<file path="config.mk">
export PLATFORM = sky130hd
export DESIGN_NAME = vag_div_pipe
export DESIGN_NICKNAME = d
export VERILOG_FILES = /design/src/rtl/vag_div_pipe.sv
export SDC_FILE = /design/constraint.sdc
export NUM_CORES = 2
export LEC_CHECK = 0
export BUFFER_PORTS_ARGS = -buffer_cell sky130_fd_sc_hd__buf_2
export CAP_MARGIN = 25
export CORE_MARGIN = 2
export CORE_UTILIZATION = 50
export DETAILED_ROUTE_END_ITERATION = 10
export PLACE_DENSITY = 0.68
export SKIP_CTS_REPAIR_TIMING = 1
export SYNTH_ARGS = -nofsm -noshare
export SYNTH_HDL_FRONTEND = slang
export SYNTH_SLANG_ARGS = --single-unit
</file>
<file path="constraint.sdc">
create_clock -name i_clk -period 4.21 [get_ports i_clk]
set_clock_uncertainty 0.2 [all_clocks]
set_input_delay 0.6315 -clock i_clk [delete_from_list [all_inputs] [get_ports i_clk]]
set_output_delay 0.6315 -clock i_clk [all_outputs]
set_load 0.05 [all_outputs]
</file>
<file path="src/rtl/vag_div_pipe.sv">
// Pipelined restoring divider, one quotient bit per stage, with a sideband.
// Self-contained; used by vector_arrow_glyph_unit.
module vag_div_pipe #(
    parameter int QW = 31,
    parameter int DW = 32,
    parameter int SW = 1
) (
    input  logic          i_clk,
    input  logic          i_rst_n,
    input  logic          i_en,
    input  logic          i_valid,
    input  logic [DW-1:0] i_div,
    input  logic [DW-1:0] i_rem,
    input  logic [QW-1:0] i_low,
    input  logic [SW-1:0] i_side,
    output logic          o_valid,
    output logic [QW-1:0] o_quo,
    output logic [SW-1:0] o_side
);

    logic [DW-1:0] r_rem  [QW];
    logic [DW-1:0] r_div  [QW];
    logic [QW-1:0] r_low  [QW];
    logic [QW-1:0] r_quo  [QW];
    logic [SW-1:0] r_side [QW];
    logic [QW-1:0] r_v;

    for (genvar k = 0; k < QW; k++) begin : g_stage
        logic [DW-1:0] p_rem;
        logic [DW-1:0] p_div;
        logic [QW-1:0] p_low;
        logic [QW-1:0] p_quo;
        logic [SW-1:0] p_side;
        logic [DW:0]   t;
        logic          ge;

        if (k == 0) begin : g_first
            assign p_rem  = i_rem;
            assign p_div  = i_div;
            assign p_low  = i_low;
            assign p_quo  = '0;
            assign p_side = i_side;
        end else begin : g_next
            assign p_rem  = r_rem[k-1];
            assign p_div  = r_div[k-1];
            assign p_low  = r_low[k-1];
            assign p_quo  = r_quo[k-1];
            assign p_side = r_side[k-1];
        end

        assign t  = {p_rem, p_low[QW-1]};
        assign ge = (t >= {1'b0, p_div});

        always_ff @(posedge i_clk) begin
            if (i_en) begin
                r_rem[k]  <= ge ? DW'(t - {1'b0, p_div}) : t[DW-1:0];
                r_div[k]  <= p_div;
                r_low[k]  <= p_low << 1;
                r_quo[k]  <= {p_quo[QW-2:0], ge};
                r_side[k] <= p_side;
            end
        end
    end

    always_ff @(posedge i_clk) begin
        if (!i_rst_n) begin
            r_v <= '0;
        end else if (i_en) begin
            r_v <= {r_v[QW-2:0], i_valid};
        end
    end

    assign o_valid = r_v[QW-1];
    assign o_quo   = r_quo[QW-1];
    assign o_side  = r_side[QW-1];

endmodule

</file>
# After elaboration in Yosys (flattened, before gate mapping)
# Memories as Yosys holds them, arrays and structs flattened.
# Index checks and enable logic that the tools add are counted.
# totals
reg_bits,31
mem_bits_rw,3906
input_bits,100
output_inout_bits,33
elab_cells,101
mem_count,5
# mem_list
memory,depth,width,rd,rd_clocked_by_memory_dff,write_ports,line,rtl
r_div,31,32,30,0,31,22,logic [DW-1:0] r_div [QW];
r_rem,31,32,30,0,31,21,logic [DW-1:0] r_rem [QW];
r_quo,31,31,31,0,31,24,logic [QW-1:0] r_quo [QW];
r_low,31,30,30,0,31,23,logic [QW-1:0] r_low [QW];
r_side,31,1,31,0,31,25,logic [SW-1:0] r_side [QW];
# classes
add_sub_neg,31
n_lt_le_gt_ge,31
muxes,33
# op_table
op,count
$ge 33x32->1,31
$mux 32,31
$sub 32x32->32,31
$mux 1,2

# Longest topological paths before layout
# An unclocked memory read counts as a cell.
# depth
word_depth,3
ltp_mapped,16
depth_no_buf,14

# Worst setup path after synthesis
# No wires, ideal clock.
# synth_timing
path_kind,input to register
start,input port i_div[1]
end,"memory r_rem[0][28], data pin"
setup_time_ns,0.269
arrival_ns,3.304
required_ns,3.741
setup_slack_ns,0.437
stages,14
path_buffers,2
cell_sequence,inv_1 ha_1 nor2b_1 o31ai_1 a211oi_1 a21oi_1 o21ai_1 a221oi_1 o21ai_1 a31oi_1 o21a_1 buf_2 clkbuf_1 o21ai_0
# synth_rtl
element,line,rtl
"start, declared",12,"input logic [DW-1:0] i_div,"
"end, declared",21,

==> impl_metrics.toml <==
[sta]
finalCritPeriodShare_pct = 96.9
slew_headroom_pct = 34.9
fin_tns_setup_ns = 0
clock.fmax_ghz = 0.245
drv_slew = 0
hold_slack_ns = 0.0779
tightest_slew_ns = 0.967
setup_viol_count_final = 0
final.min_clock_period_ns = 4.08
finalHoldViolCount = 0

[yosys]
syn_nets = 13700
ys_warn_count = 0
ys_types = 85
postSynthCellCount = 12600
avgSynthCellArea_um2 = 11.9
yosysSeqAreaShare_pct = 58.9
ys_ff_latch = 2943
synth_enable_flop_cells = 2912
async_flop_share_pct = 0
synth_ff_type = "edfxtp_1"
netlist_area_um2 = 150000

[floorplan]
coreArea_um2 = 297000
start_util_pct = 50.3
io_pins = 133
row_count = 200
die_y_um = 551
die_area_um2 = 304000
die_x_um = 551

[global_routing]
antenna_found_initial = 12
grt_use_total_pct = 24.4
grt_pass1_vias = 97900
grt_pass1_wl_um = 575000
overflow = 0
grt_max_degree = 121

[outcome]
status = "finished clean"

[worst_setup_path]
r2r-start = "r_rem[1][320]$_DFFE_PP_"
critPathMaxFanout = 15
critical_path_required_ns = 4.71
end_kind = "register"
crit_path_start_kind = "register"
path_class = "reg -> reg"
ff2ff_path_depth = 14
rrSetupSlack_ns = 0.13
r2r_end = "r_rem[1][382]$_DFFE_PP_"
critPathArrivalTime_ns = 4.58

[clock_network]
cts.path.max_buffers = 4
worst_skew_pair.late_latency_ns = 0.93
cts_root_buf = "clkbuf_16"
tritoncts = "yes"
cts_max_level = 5
cts.sink_count = 2943
cts_buffers = 320
cts.clk_slew.worst_paths_ns = 0.06

[final_layout]
finalNonFillerCells = 17500
nFillCells = 24100
design_area_um2 = 171000
layout-drive-gt1-share_pct = 10.2
nets = 14400
fin_util_pct = 57.4
area_growth_syn_to_layout_pct = 14.0

[placement]
place_inst = 16800
dpl.hpwl_um = 287000
port_buffers = 132
gp_congestion = 0.938
placed_cell_area_um2 = 158000

[route]
drt_iter0_markers = 8429
wl_per_cell_um = 21.6
firstDrtPassIters = 8
viasPerCell = 5.67
drc = 0
antenna_left = 0
vias = 99100
drt-total-wl_um = 378000

[min_path]
hold_depth = 1
hp-start = "i_en"
min_path_type = "in -> reg"
min_to = "r_low[0][3]$_DFFE_PP_"

[flow_run]
maxCapViolations = 0

[power]
power.density_nw_per_um2 = 791
leakage_nw = 68.9
peakVddDrop_mv = 0.443
-- synth_stat cells, types with 132 or more instances --
cell type | instances | share of area, %
nand4_1 | 180 | 0.75
nand3_1 | 164 | 0.55
edfxtp_1 | 2912 | 58
a21o_1 | 460 | 2.3
ha_1 | 992 | 8.3
clkbuf_1 | 271 | 0.68
a21oi_1 | 962 | 3.2
nor2b_1 | 186 | 0.78
o21bai_1 | 147 | 0.74
o21ai_0 | 1040 | 3.5
nand2b_1 | 132 | 0.55
inv_1 | 1239 | 3.1
nor2_1 | 498 | 1.2
nand2_1 | 1114 | 2.8
xnor2_1 | 447 | 2.6
xor2_1 | 380 | 2.2
mux2_2 | 176 | 1.3
-- layout make-up --
cell class              count  area, um2  share of cell area [%]
inverters                1240       4650                    2.73
well taps                3939       4930                    2.89
flip-flops and latches   2943      88100                    51.6
clock buffers             375       8300                    4.87
multi-input cells        8100      56100                    32.9
repair buffers            683       5990                    3.51
diodes                      3       7.51                 0.00440
clock inverters           202       2590                    1.52
-- per-stage QoR --
step                setup WS [ns]  power, mW
finish                      0.132        135
global route              -0.0342        144
CTS                        -0.187        135
detailed placement         -0.165        105
global placement          -0.0663        104
floorplan                   0.437       85.5
-- state kept, by name, indices dropped and copies added, names as in the netlist --
register	cells
r_div	960
r_side	31
r_v	31
r_rem	960
r_low	465
r_quo	496
-- worst max-delay path by stage --
stage | endpoint | depth (start not counted) | slack, ns | startpoint
2_1_floorplan | r_rem[0][28]$_DFFE_PP_ | 14 | 0.44 | i_div[1]
3_3_place_gp | r_rem[0][172]$_DFFE_PP_ | 12 | -0.07 | r_rem[0][131]$_DFFE_PP_
3_5_place_dp | r_rem[0][172]$_DFFE_PP_ | 12 | -0.17 | r_rem[0][131]$_DFFE_PP_
4_1_cts | r_rem[0][172]$_DFFE_PP_ | 13 | -0.19 | r_div[0][130]$_DFFE_PP_
5_1_grt | r_rem[1][59]$_DFFE_PP_ | 15 | -0.03 | r_div[1][1]$_DFFE_PP_
6_report | r_rem[1][382]$_DFFE_PP_ | 14 | 0.13 | r_rem[1][320]$_DFFE_PP_
-- power by group --
part           total [mW]  internal (mW)  leakage, nW  switching (mW)
logic                58.7           25.0         34.9            33.7
clock network        29.0           17.2         5.23            11.9
registers            47.3           42.3         28.8            5.03
-- worst max-delay path, stage by stage (launching register included) --
cell and delay (ns):
edfxtp_1 0.40, ha_1 0.33, nor2b_1 0.15, o31a_1 0.29
o2111ai_1 0.24, a31oi_1 0.24, nor2_1 0.22, o21ai_1 0.20
a21o_1 0.22, a21oi_1 0.22, a21oi_1 0.14, a2111oi_4 0.22
buf_4 0.19, buf_6 0.23, mux2_2 0.37
-- per-layer routing --
| metal | vias up | global-route usage [%] | wire, um |
|---|---|---|---|
| li1 | 47500 | - | - |
| met1 | 48200 | 32.0 | 163000 |
| met2 | 2679 | 41.8 | 184000 |
| met3 | 692 | 2.97 | 17000 |
| met4 | 2 | 8.72 | 14300 |
| met5 | - | 0 | 13 |
-- cells by family (layout without fill, tap and decap cells) --
kind of cell             after synthesis  after routing  synth area share [%]
AO/OA/AOI/OAI                       3357           3357                  13.7
adder cells (fa/ha/maj)             1022           1022                  8.70
buffers and inverters               1552           2500                  3.93
flip-flops                          2943           2943                  58.9
multiplexers                         228            228                  1.67
other                                  0              3                     0
AND/OR/NAND/NOR                     2666           2666                  8.34
XOR/XNOR                             827            827                  4.84
-- placed cells by master, fill, tap and decap left out, drive strengths merged, types with 36 or more instances in the layout --
master / n
a211oi: 53
nand2b: 132
edfxtp: 2912
and3: 63
clkbuf: 378
o31ai: 71
buf: 582
nand2: 1114
dlygate4sd3: 97
a21oi: 962
inv: 1253
nor4: 49
a31oi: 125
xor2: 380
nor3: 101
bufinv: 47
ha: 992
a21o: 460
mux2: 177
nor2b: 186
o21bai: 147
nor2: 498
xnor2: 447
o211ai: 41
o21a: 96
nand4: 180
clkinv: 118
o21ai: 1078
o31a: 36
nand3: 164
mux2i: 51
Power figures use the tool's default switching activity.
