### config.mk
export PLATFORM = sky130hd
export DESIGN_NAME = vag_sqrt_pipe
export DESIGN_NICKNAME = d
export VERILOG_FILES = /design/src/rtl/vag_sqrt_pipe.sv
export SDC_FILE = /design/constraint.sdc
export NUM_CORES = 2
export LEC_CHECK = 0
export BUFFER_PORTS_ARGS = -buffer_cell sky130_fd_sc_hd__buf_2
export CORE_ASPECT_RATIO = 1.1
export CORE_MARGIN = 4
export CORE_UTILIZATION = 23
export DETAILED_ROUTE_END_ITERATION = 6
export MAX_ROUTING_LAYER = met4
export PLACE_DENSITY_LB_ADDON = 0.15
export SETUP_SLACK_MARGIN = 0.5
export SLEW_MARGIN = 30
export SYNTH_ARGS = -nofsm -noshare
export SYNTH_HDL_FRONTEND = slang
export SYNTH_MEMORY_MAX_BITS = 65536
export SYNTH_SLANG_ARGS = --single-unit
export TNS_END_PERCENT = 100
### constraint.sdc
create_clock -name i_clk -period 4.73 [get_ports i_clk]
set_input_delay 0.473 -clock i_clk [delete_from_list [all_inputs] [get_ports i_clk]]
set_output_delay 0.473 -clock i_clk [all_outputs]
set_load 0.01 [all_outputs]
### src/rtl/vag_sqrt_pipe.sv
// Pipelined integer square root, one root bit per stage, with a sideband.
// Self-contained; used by vector_arrow_glyph_unit.
module vag_sqrt_pipe #(
    parameter int NW = 32,
    parameter int SW = 1
) (
    input  logic            i_clk,
    input  logic            i_rst_n,
    input  logic            i_en,
    input  logic            i_valid,
    input  logic [2*NW-1:0] i_rad,
    input  logic [SW-1:0]   i_side,
    output logic            o_valid,
    output logic [NW-1:0]   o_root,
    output logic [SW-1:0]   o_side
);

    logic [NW+1:0]   r_rem  [NW];
    logic [NW-1:0]   r_root [NW];
    logic [2*NW-1:0] r_rad  [NW];
    logic [SW-1:0]   r_side [NW];
    logic [NW-1:0]   r_v;

    for (genvar k = 0; k < NW; k++) begin : g_stage
        logic [NW+1:0]   p_rem;
        logic [NW-1:0]   p_root;
        logic [2*NW-1:0] p_rad;
        logic [SW-1:0]   p_side;
        logic [NW+3:0]   t;
        logic [NW+3:0]   trial;
        logic            ge;

        if (k == 0) begin : g_first
            assign p_rem  = '0;
            assign p_root = '0;
            assign p_rad  = i_rad;
            assign p_side = i_side;
        end else begin : g_next
            assign p_rem  = r_rem[k-1];
            assign p_root = r_root[k-1];
            assign p_rad  = r_rad[k-1];
            assign p_side = r_side[k-1];
        end

        assign t     = {p_rem, p_rad[2*NW-1 -: 2]};
        assign trial = {2'b00, p_root, 2'b01};
        assign ge    = (t >= trial);

        always_ff @(posedge i_clk) begin
            if (i_en) begin
                r_rem[k]  <= ge ? (NW+2)'(t - trial) : t[NW+1:0];
                r_root[k] <= {p_root[NW-2:0], ge};
                r_rad[k]  <= p_rad << 2;
                r_side[k] <= p_side;
            end
        end
    end

    always_ff @(posedge i_clk) begin
        if (!i_rst_n) begin
            r_v <= '0;
        end else if (i_en) begin
            r_v <= {r_v[NW-2:0], i_valid};
        end
    end

    assign o_valid = r_v[NW-1];
    assign o_root  = r_root[NW-1];
    assign o_side  = r_side[NW-1];

endmodule

Word level (Yosys, flattened, before mapping)
Memory sizes are Yosys's and may differ from the RTL's.
Cells that the tools add are included.

word-level totals
  register bits after elaboration = 32
  memory bits (writable) = 4,128
  input port bits = 69
  logic and storage cells = 103
  memories = 4

cells by class
  $add $sub $neg = 32
  $lt $le $gt $ge = 32
  muxes and demuxes = 34

memories
  memory  depth  bits a word  read ports  clocked after memory_dff  wr ports  RTL line  source
  r_rad   32     62           31          0                         32        20        logic [2*NW-1:0] r_rad [NW];
  r_rem   32     34           31          0                         32        18        logic [NW+1:0] r_rem [NW];
  r_root  32     32           32          0                         32        19        logic [NW-1:0] r_root [NW];
  r_side  32     1            32          0                         32        21        logic [SW-1:0] r_side [NW];

operators by type and width
  operator                                                               count
  36-bit by 34-bit >= comparator with 1-bit output                       31
  34-bit 2-to-1 mux                                                      32
  34-bit subtractor                                                      31
  2-bit by 1-bit subtractor with 3-bit output, second input constant     1
  2-bit by 1-bit >= comparator with 1-bit output, second input constant  1
  1-bit 2-to-1 mux                                                       2

Logic depth before layout (Yosys ltp)
An unclocked memory read counts as a cell.

  depth in word-level cells = 3
  depth in mapped cells = 14
  mapped depth without buffers = 12

Worst setup path after synthesis
Ideal clock, no wire load.

  kind = register to register
  from = memory r_rem[0][261] (netlist bit)
  to = memory r_rem[1][9] (netlist bit) (data pin)
  arrival time = 3,238 ps
  slack = 1,232 ps
  stages on the path, launching flop included = 10
  path through = edfxtp_1 -> or4_1 -> or3_4 -> or4_4 -> or3_4 -> nor4_4 -> or3b_1 -> buf_6 -> buf_6 -> mux2_4

RTL lines
  item             RTL line
  start, declared  18

==> summary.txt <==
status -> complete, no violations
Worst path max stage delay -> 0.84 ns
CTS Buf Count -> 322
Avg Inst Size Synth -> 12.92 um2
final setup violation count -> 0
WS Path Type -> reg -> reg
Netlist Area Pre-Place -> 0.1200 mm2
vias -> 72.06k
WL/cell -> 17.14 um
Sw Ratio -> 28.76%
fin nets -> 10.33k
Critical Path Start Type -> flop
Die Area -> 0.5332 mm2
Overall Global Routing Usage -> 10.89%
Worst Tran Pin Value -> 0.9758 ns
Starting Density -> 23.14%
#FFs+latches synth -> 2,587
Final Hold Viols -> 0
initial antenna violation count -> 11
cell count after synthesis -> 9,284
Post-synth ARST share -> 0%
R2R Path Start -> r_rem[3][13]
setup bufs post-CTS -> 0
register share of total power -> 44.9%
total power -> 68.67 mW
largest cells by area after synthesis -> edfxtp_1 (64%), ha_1 (5.9%), xor2_1 (3.2%), xnor2_1 (3.1%), a21oi_1 (2.4%)
r2r endpoint -> r_rem[3][61]
min cycle time layout -> 3.988 ns
biggest area consumer among synthesized cells -> edfxtp_1
R2R depth -> 11
H-tree depth -> 5
Ys Warns -> 0
hold endpoint -> r_rad[0][33]
share of layout cells above drive strength 1 -> 8.479%
max cap viols -> 0
Die Y -> 765.5 um
setup TNS -> 0 ns
hold depth -> 1
first-pass GRT wire length -> 445.2 mm
Clock Tree Root -> clkbuf_16
critical path data arrival time -> 4.63 ns
Overflow after GRT -> 0
DR pass1 iterations -> 5
number of flops mapped to enable cells by yosys -> 2,555
final RePlAce weighted congestion -> 0.8700
Hold Startpoint -> i_en
Reg2Reg Setup Slack -> 0.74 ns
clock buffer depth -> 4
Port-buffer cells -> 102
Synth Flop Type -> edfxtp_1
post-synth cell types -> 90
Comb power frac -> 19.4%
vias in the first global route -> 74.47k
I/O pin total -> 103
CP max FO -> 26
internal power -> 48.92 mW
switching pwr -> 19.75 mW
core area -> 0.5185 mm2
leakage -> 51.80 nW
Peak VDD IR -> 0.0002666 V
CP max-delay cell -> a2111oi_0
Slew Viols, Final -> 0
# DRC -> 0
Setup Skew -> 0.06333 ns
Slew HR -> 34.12%
sequential area share after synthesis -> 64.49%
period utilization -> 84.31%
clock transition at the registers of the reported paths -> 0.05 ns
Hold WC Path Type -> in -> reg
CP Capture Type -> flop
Post-Route WL -> 287.6 mm
Clk Latency, worst-skew pair -> 0.94 ns
CTS tree -> done
Max Freq -> 0.2508 GHz
power share of the clock group -> 35.7%
Layout fillers -> 53.06k
Power Dens Cells -> 487.6 mW/mm2
Sink Count -> 2,587
antenna viol nets, final -> 0
via/cell ratio -> 4.294
Iter 0 DRT Violations -> 4,345
Synth Net Count -> 9,915
dpl hpwl -> 208.3 mm
post-synth top area share -> 63.95%
largest net degree at the start of global routing -> 117
Crit path required time -> 5.37 ns
RSZ-0062 raised after global routing -> no
crit-path cells -> ha_1 > nand3_1 > nor4_1 > buf_4 > nand4_1 > and3_1 > a21bo_2 > a31oi_4 > a2111oi_0 > o21ai_0 > xnor2_1
num rows -> 277
P&R area growth vs syn -> 17.38%
Die Wd -> 696.6 um
[cells in the mapped netlist, types with 32 or more instances]
| cell | n |
|---|---|
| nor3_1 | 233 |
| a21o_1 | 215 |
| or2_2 | 51 |
| nand3b_1 | 36 |
| nor2b_1 | 111 |
| o21a_1 | 84 |
| o21ai_0 | 534 |
| nand4_1 | 102 |
| a211oi_1 | 47 |
| nand3_1 | 146 |
| dfxtp_1 | 32 |
| inv_1 | 695 |
| a21oi_1 | 567 |
| and3_1 | 43 |
| or4_1 | 64 |
| or3_1 | 100 |
| mux2i_1 | 48 |
| o31ai_1 | 51 |
| ha_1 | 562 |
| edfxtp_1 | 2555 |
| nand2b_1 | 112 |
| o21bai_1 | 56 |
| nor4_1 | 130 |
| nor2_1 | 517 |
| xor2_1 | 432 |
| a31oi_1 | 39 |
| xnor2_1 | 423 |
| mux2_2 | 65 |
| clkbuf_1 | 174 |
| nand2_1 | 665 |
[placed cells by master, fill, tap and decap left out, types with 48 or more instances in the layout]
cell           Yosys  layout
a21o_1           215     215
a21oi_1          567     563
buf_2              3     101
buf_4              0      80
clkbuf_1         174      59
clkbuf_16          0     331
clkinv_1           1      53
clkinv_2           0      50
dlygate4sd3_1      0      69
edfxtp_1        2555    2555
ha_1             562     562
inv_1            695     695
mux2_2            65      65
mux2i_1           48      48
nand2_1          665     665
nand2b_1         112     112
nand3_1          146     146
nand4_1          102     102
nor2_1           517     515
nor2b_1          111     111
nor3_1           233     230
nor4_1           130     126
o21a_1            84      84
o21ai_0          534     534
o21bai_1          56      55
o31ai_1           51      50
or2_2             51      51
or3_1            100     100
or4_1             64      64
xnor2_1          423     423
xor2_1           432     432
[metal layers]
| layer | share of wire [%] | GRT usage (%) |
|---|---|---|
| met1 | 40 | 11.93 |
| met2 | 53 | 20.03 |
| met3 | 3.4 | 1.579 |
| met4 | 3.7 | 3.734 |
| met5 | 0 | - |
[cell type report]
type | count | area (um2) | share of cell area [%]
Sequential cell | 2587 | 77360 | 54.94
Multi-Input combinational cell | 5807 | 39440 | 28.01
Tap cell | 6835 | 8552 | 6.073
Clock buffer | 392 | 8532 | 6.059
Inverter | 696 | 2613 | 1.855
Timing Repair Buffer | 282 | 2432 | 1.727
Clock inverter | 178 | 1873 | 1.330
Antenna cell | 6 | 15.01 | 0.01066
[logic make-up (layout without fill, tap and decap cells)]
group / Yosys count / in the layout / synth area share (%)
DFF: 2587 / 2587 / 64.49
and+or+nand+nor: 2432 / 2432 / 10.14
AOI/OAI and AO/OA: 1843 / 1843 / 9.446
buffers and inverters: 890 / 1548 / 2.800
xor gates and xnor gates: 855 / 855 / 6.242
adders and majority gates: 562 / 562 / 5.861
muxes: 114 / 114 / 1.023
other: 1 / 7 / 0.003126
[worst max path at each step]
stage                   start             to  slack [ns]  cells past startpoint
3_5_place_dp    r_root[1][71]  r_rem[2][135]        0.54                     11
2_1_floorplan   r_rem[0][261]    r_rem[1][9]        1.23                      9
6_report         r_rem[3][13]   r_rem[3][61]        0.74                     11
5_1_grt        r_root[1][325]  r_rem[3][112]        0.54                     12
3_3_place_gp    r_root[1][71]  r_rem[2][135]        0.60                     11
4_1_cts         r_root[1][71]  r_rem[2][135]        0.55                     11
[sequential cells by signal (all words and copies together) (netlist names)]
name	flops
r_rad	992
r_rem	1003
r_root	528
r_side	32
r_v	32
[power groups by stage]
stage               Sequential [mW]  Combinational, mW  Clock [mW]
floorplan                      30.4               9.53           0
global placement               31.4               13.3           0
detailed placement             31.4               13.4           0
CTS                            30.9               13.5        25.8
global route                   31.1               15.0        26.7
finish                         30.8               13.3        24.5
[timing repair]
action	4_1_cts	5_1_grt
resized for setup	0	5
hold buffers	69	0
endpoints found under the hold margin	98	0
endpoints found under the setup margin	0	33
[through the flow]
stage | utilization (%) | cells | instance area [um2] | setup WS (ns) | hold slack [ns]
final | 27.16 | 16783 | 140800 | 0.7421 | 0.1201
after detailed placement | 25.01 | 16137 | 129700 | 0.5401 | 0.4045
after global placement | 25.00 | 16137 | 129600 | 0.5989 | 0.4003
after CTS | 27.15 | 16776 | 140700 | 0.5526 | 0.06715
after floorplan | - | 9284 | 120000 | 1.232 | 0.4003
after global routing | 27.16 | 16779 | 140800 | 0.5407 | 0.08665
[worst max-delay path: cells and delay by family, from the launching register on]
kind	cells	cell delay [ns]
AND/OR/NAND/NOR	4	0.92
flip-flops	1	0.47
XOR/XNOR	1	0.18
buffers and inverters	1	0.20
AO/OA/AOI/OAI	4	1.44
adder cells (fa/ha/maj)	1	0.51
Power figures use the tool's default switching activity.
